$ cat src/hdl/mse_pkg.sv
// Shared constants, types and controller/datapath interface structs for the merge sorter.
`timescale 1ns / 1ps

package mse_pkg;

    localparam int MAX_LEN = 64;
    localparam int KEY_W   = 32;
    localparam int ADDR_W  = $clog2(MAX_LEN);
    localparam int CNT_W   = ADDR_W + 1;

    typedef logic signed [KEY_W-1:0] t_key;
    typedef logic [CNT_W-1:0]        t_cnt;
    typedef logic [ADDR_W-1:0]       t_addr;

    // Commands from the controller to the datapath
    typedef struct packed {
        logic load;       // store the input key, bump the count
        logic sort_init;  // first pass: width one, source is the main buffer
        logic run_init;   // compute the bounds of the next run pair
        logic merge_wr;   // pick one head, write it to the destination
        logic run_next;   // move to the next run pair of the pass
        logic pass_next;  // double the width, swap the buffers
        logic out_init;   // rewind the output index
        logic out_rd;     // read one sorted key for output
        logic clear;      // empty the list
    } t_cmd;

    // Status from the datapath to the controller
    typedef struct packed {
        logic sort_done;  // run width covers the whole list
        logic run_last;   // this write finishes the run pair
        logic pass_last;  // the run pair just merged ends the list
        logic out_last;   // this read fetches the last sorted key
    } t_sts;

endpackage

$ cat src/hdl/mse_ctrl.sv
// Controller state machine: load, merge passes and output sequencing.
`timescale 1ns / 1ps

module mse_ctrl (
    input  logic          i_clk,
    input  logic          i_rst_n,
    input  logic          i_start,
    input  logic          i_last_element,
    input  mse_pkg::t_sts i_sts,
    output mse_pkg::t_cmd o_cmd,
    output logic          o_busy
);

    import mse_pkg::*;

    localparam logic [2:0] S_IDLE      = 3'd0;
    localparam logic [2:0] S_PASS_CHK  = 3'd1;
    localparam logic [2:0] S_RUN_SETUP = 3'd2;
    localparam logic [2:0] S_MERGE_RD  = 3'd3;
    localparam logic [2:0] S_MERGE_WR  = 3'd4;
    localparam logic [2:0] S_RUN_NEXT  = 3'd5;
    localparam logic [2:0] S_OUT_RD    = 3'd6;
    localparam logic [2:0] S_OUT_TAIL  = 3'd7;

    logic [2:0] r_state;
    logic [2:0] n_state;
    t_cmd       cmd;

    // Next state and commands
    always_comb begin
        n_state = r_state;
        cmd     = '0;
        case (r_state)
            S_IDLE: begin
                if (i_start) begin
                    cmd.load = 1'b1;
                    if (i_last_element) begin
                        cmd.sort_init = 1'b1;
                        n_state       = S_PASS_CHK;
                    end
                end
            end
            S_PASS_CHK: begin
                if (i_sts.sort_done) begin
                    cmd.out_init = 1'b1;
                    n_state      = S_OUT_RD;
                end else begin
                    n_state = S_RUN_SETUP;
                end
            end
            S_RUN_SETUP: begin
                cmd.run_init = 1'b1;
                n_state      = S_MERGE_RD;
            end
            S_MERGE_RD: begin
                // wait for both heads out of the registered read
                n_state = S_MERGE_WR;
            end
            S_MERGE_WR: begin
                cmd.merge_wr = 1'b1;
                n_state      = i_sts.run_last ? S_RUN_NEXT : S_MERGE_RD;
            end
            S_RUN_NEXT: begin
                if (i_sts.pass_last) begin
                    cmd.pass_next = 1'b1;
                    n_state       = S_PASS_CHK;
                end else begin
                    cmd.run_next = 1'b1;
                    n_state      = S_RUN_SETUP;
                end
            end
            S_OUT_RD: begin
                cmd.out_rd = 1'b1;
                if (i_sts.out_last) begin
                    cmd.clear = 1'b1;
                    n_state   = S_OUT_TAIL;
                end
            end
            S_OUT_TAIL: begin
                n_state = S_IDLE;
            end
            default: begin
                n_state = S_IDLE;
            end
        endcase
    end

    // State register
    always_ff @(posedge i_clk) begin
        if (!i_rst_n) begin
            r_state <= S_IDLE;
        end else begin
            r_state <= n_state;
        end
    end

    assign o_cmd  = cmd;
    assign o_busy = (r_state != S_IDLE);

endmodule

$ cat config.mk
export PLATFORM = sky130hd
export DESIGN_NAME = mse_ctrl
export DESIGN_NICKNAME = d
export VERILOG_FILES = /design/src/hdl/mse_pkg.sv /design/src/hdl/mse_ctrl.sv
export SDC_FILE = /design/constraint.sdc
export NUM_CORES = 1
export LEC_CHECK = 0
export BUFFER_PORTS_ARGS = -buffer_cell sky130_fd_sc_hd__buf_2
export CORE_AREA = 2 2 39 41
export CTS_BUF_LIST = sky130_fd_sc_hd__clkbuf_2 sky130_fd_sc_hd__clkbuf_4 sky130_fd_sc_hd__clkbuf_8
export DETAILED_ROUTE_END_ITERATION = 12
export DIE_AREA = 0 0 41 43
export GPL_ROUTABILITY_DRIVEN = 0
export HOLD_SLACK_MARGIN = 0.12
export PLACE_DENSITY = 0.46
export SYNTH_ARGS = -nofsm -noshare
export SYNTH_HDL_FRONTEND = slang
export SYNTH_SLANG_ARGS = --single-unit
$ cat constraint.sdc
create_clock -name i_clk -period 1.1 [get_ports i_clk]
set_input_delay 0.22 -clock i_clk [delete_from_list [all_inputs] [get_ports i_clk]]
set_output_delay 0.22 -clock i_clk [all_outputs]
set_load 0.01 [all_outputs]
[Yosys cells after proc, flatten, opt, wreduce, memory -nomap -nowiden]
Cells that the tools add are included.
Word-level totals
  register bits after elaboration: 3
  word-level logic and storage cells: 33
Operators by class
  equal/unequal tests: 10
  muxes and demuxes: 19
  reduce and logical (&&, ||, !) cells: 3
Operators with widths (number)
  one-hot mux 3 bit (8 select lines): 1
  two-way mux 3 bit: 5
  == test 3 bit, second input constant: 4
  two-way mux 2 bit: 5
  two-way mux 1 bit: 8
  == test 3 x 2 -> 1 bit, second input constant: 2
  != test 2 bit, second input constant: 3
  == test 3 x 1 -> 1 bit, second input constant: 1
  zero test 3 bit: 1
  AND reduction 3 bit: 1
  nonzero test 3 bit: 1

[Logic depth before layout (Yosys ltp)]
  depth in word-level cells: 3
  depth in mapped cells: 4
  gate-level depth less buffers: 3

[Worst setup path before layout]
Ideal clock, no wire load.
  path type: reg2out
  start: register r_state[2]
  end: output port o_cmd[7] in the netlist's numbering
  arrival: 1.032 ns
  required time: 0.880 ns
  slack: -0.152 ns
  stages on the path, launching flop included: 4
  cells stage by stage: dfxtp_1 > buf_6 > or3_1 > nor2_1
RTL lines
  start: declaration: line mse_ctrl.sv:25  | logic [2:0] r_state;
  start signal: assignment: line mse_ctrl.sv:93  | r_state <= n_state;
  end: declaration: line mse_ctrl.sv:10  | output mse_pkg::t_cmd o_cmd,

==> results.toml <==
[yosys]
synth_cells = 34
synth-seq-cells = 3
synth.avg_cell_area_sq_um = 7.65
synth_area_leader_cell = "dfxtp_1"
yosys.area.top_type_share = 0.231
synth_area_sq_um = 260
synth.distinct_cells = 21
netlist_top_cells_area = "dfxtp_1 (23%), nor2_1 (10%), a2111oi_2 (5.8%), nor2b_4 (5.3%), and3_1 (4.8%)"
yosysWarnings = 0
ys_seq_area_frac = 0.231
synth_nets = 42

[sta]
worst_slew_pin_slew_ps = 257
slew_violations = 0
fin_skew_ps = 1.61
max_freq_ghz = 0.728
worst_hold_slack_ps = 275
hold_viol = 0
setup_viol = 10
rsz0062_at_grt = "true"
final.min_clock_period_ps = 1370
setup_slack_ps = -274
relSlewSlack = 0.828
timing.final.crit_share = 1.25

[routing]
routed_wl_um = 630
route.detailed.drc = 0
wl_per_cell_um = 8.51
ant_nets = 0
dr.pass1.iters = 2
drt_iter0_drc = 1
dr_total_vias = 306
vias_per_cell = 4.14

[clocking]
cts.htree.levels = 1
cts_hold_buffers = 0
cts_sinks = 3
cts_tree = "yes"
clock-root-buffer = "clkbuf_4"
cts.path.max_buffers = 2
clock_latency_ps = 230
clkTransAtPathRegs_ps = 40
cts_buffers = 3

[finish]
largest_register = "r_state"
final_util = 0.354
syn2layout_area_growth_pct = 88.0
largest_reg_flops = 3
n_antenna_cell = 0
reg_top3 = "r_state: 3 flops"
final_cell_mix = "buf_2 (14), buf_6 (6), nor2_1 (4), clkbuf_4 (4)"
fin_nets = 67
layout-drive-gt1-share = 0.690
mostFrequentLayoutCell = "buf_2"

[global_route]
grt_pass1_vias = 253
antenna_found_initial = 0
grt_max_degree = 10
grt_pass1_wl_um = 979
grt_usage = 0.0853
gr-total-overflow = 0

[run_status]
violations = "negative setup slack"
status = "finished with violations"

[critical_path]
path_max_fanout = 3
critical_path_arrival_ps = 1150
criticalPathCategory = "register to primary output"
end_kind = "primary output"
cp.required_ps = 880
startpoint_type = "register"

[pwr]
p_leak_nw = 0.253
power.density_nw_per_um2 = 1200
total_power_w = 0.000588
ir_worst_vdd_uv = 547

[worst_hold_path]
hold_class = "input port to register"

[die]
die_area_sq_um = 1760
core_region_area_sq_um = 1380
io_pins = 18
rows = 14
fp.dieW_um = 41
die_h_um = 43
initial_core_util = 0.188

[placement]
port-buffer-count = 17
hpwl_um = 506
post-place-ws_ps = -69.9

[job]
max_cap_viol_count = 0
logic make-up (layout without fill, tap and decap cells):
group | count (synthesis) | count (layout) | synth area share
DFF | 3 | 3 | 0.231
muxes | 1 | 1 | 0.0433
buffers and inverters | 5 | 29 | 0.111
AOI/OAI and AO/OA | 6 | 6 | 0.212
and+or+nand+nor | 19 | 19 | 0.404
routing by layer:
| layer | track usage | vias up | share of wire |
|---|---|---|---|
| met4 | 0.0200 | 0 | 0 |
| li1 | - | 164 | - |
| met2 | 0.122 | 14 | 0.48 |
| met1 | 0.0897 | 128 | 0.41 |
| met5 | 0 | - | 0 |
| met3 | 0.0785 | 0 | 0.11 |
what timing repair did:
| action | 4_1_cts | 5_1_grt |
|---|---|---|
| buffers inserted | 1 | 0 |
| gates resized for setup | 13 | 0 |
| endpoints found under the setup margin | 11 | 11 |
| pin swaps | 7 | 0 |
path summary, 6_finish.rpt:
| kind | from | to | slack (ps) | cells after the start |
|---|---|---|---|---|
| setup / recovery | r_state[0] | o_cmd[7] | -270 | 3 |
| hold / removal | i_rst_n | r_state[2] | 280 | 3 |
| setup reg to reg | r_state[1] | r_state[0] | 40 | 5 |
| hold reg to reg | r_state[1] | r_state[0] | 590 | 2 |
worst max-delay path: stages, from the launching register on:
cell     delay, ps
dfxtp_2        310
or3_4          420
nor2_4          90
buf_6          100
stage by stage:
| stage | cell area, sq um | setup TNS, ps | cells |
|---|---|---|---|
| after floorplan | 284 | -140 | 34 |
| after global placement | 403 | -286 | 69 |
| after detailed placement | 403 | -317 | 69 |
| after CTS | 489 | -2180 | 74 |
| after global routing | 489 | -2660 | 74 |
| final | 489 | -2000 | 74 |
synth_stat cells (all sizes together):
library cell  count
and2              1
a221oi            1
nand2             3
or3               1
o21ai             1
and3b             1
o21bai            1
a21o              1
mux2              1
dfxtp             3
nor3b             1
a2111oi           1
a21boi            1
nor2              7
nand2b            1
and3              2
nor2b             2
buf               3
inv               2
final cells by class:
| cell class | count | area [sq um] |
|---|---|---|
| multi-input combinational | 26 | 205 |
| sequential | 3 | 66.3 |
| inverter | 2 | 7.51 |
| timing repair buffer | 23 | 160 |
| tap | 16 | 20.0 |
| clock buffer | 4 | 30.0 |
| fill | 153 | 895 |
power breakdown:
group | internal, W | switching, W | leakage [nW]
Combinational | 0.000133 | 0.000101 | 0.208
Clock | 0.000160 | 0.0000517 | 0.0184
Sequential | 0.000125 | 0.0000172 | 0.0261
Total | 0.000418 | 0.000170 | 0.253
(Power assumes the default switching activity.)
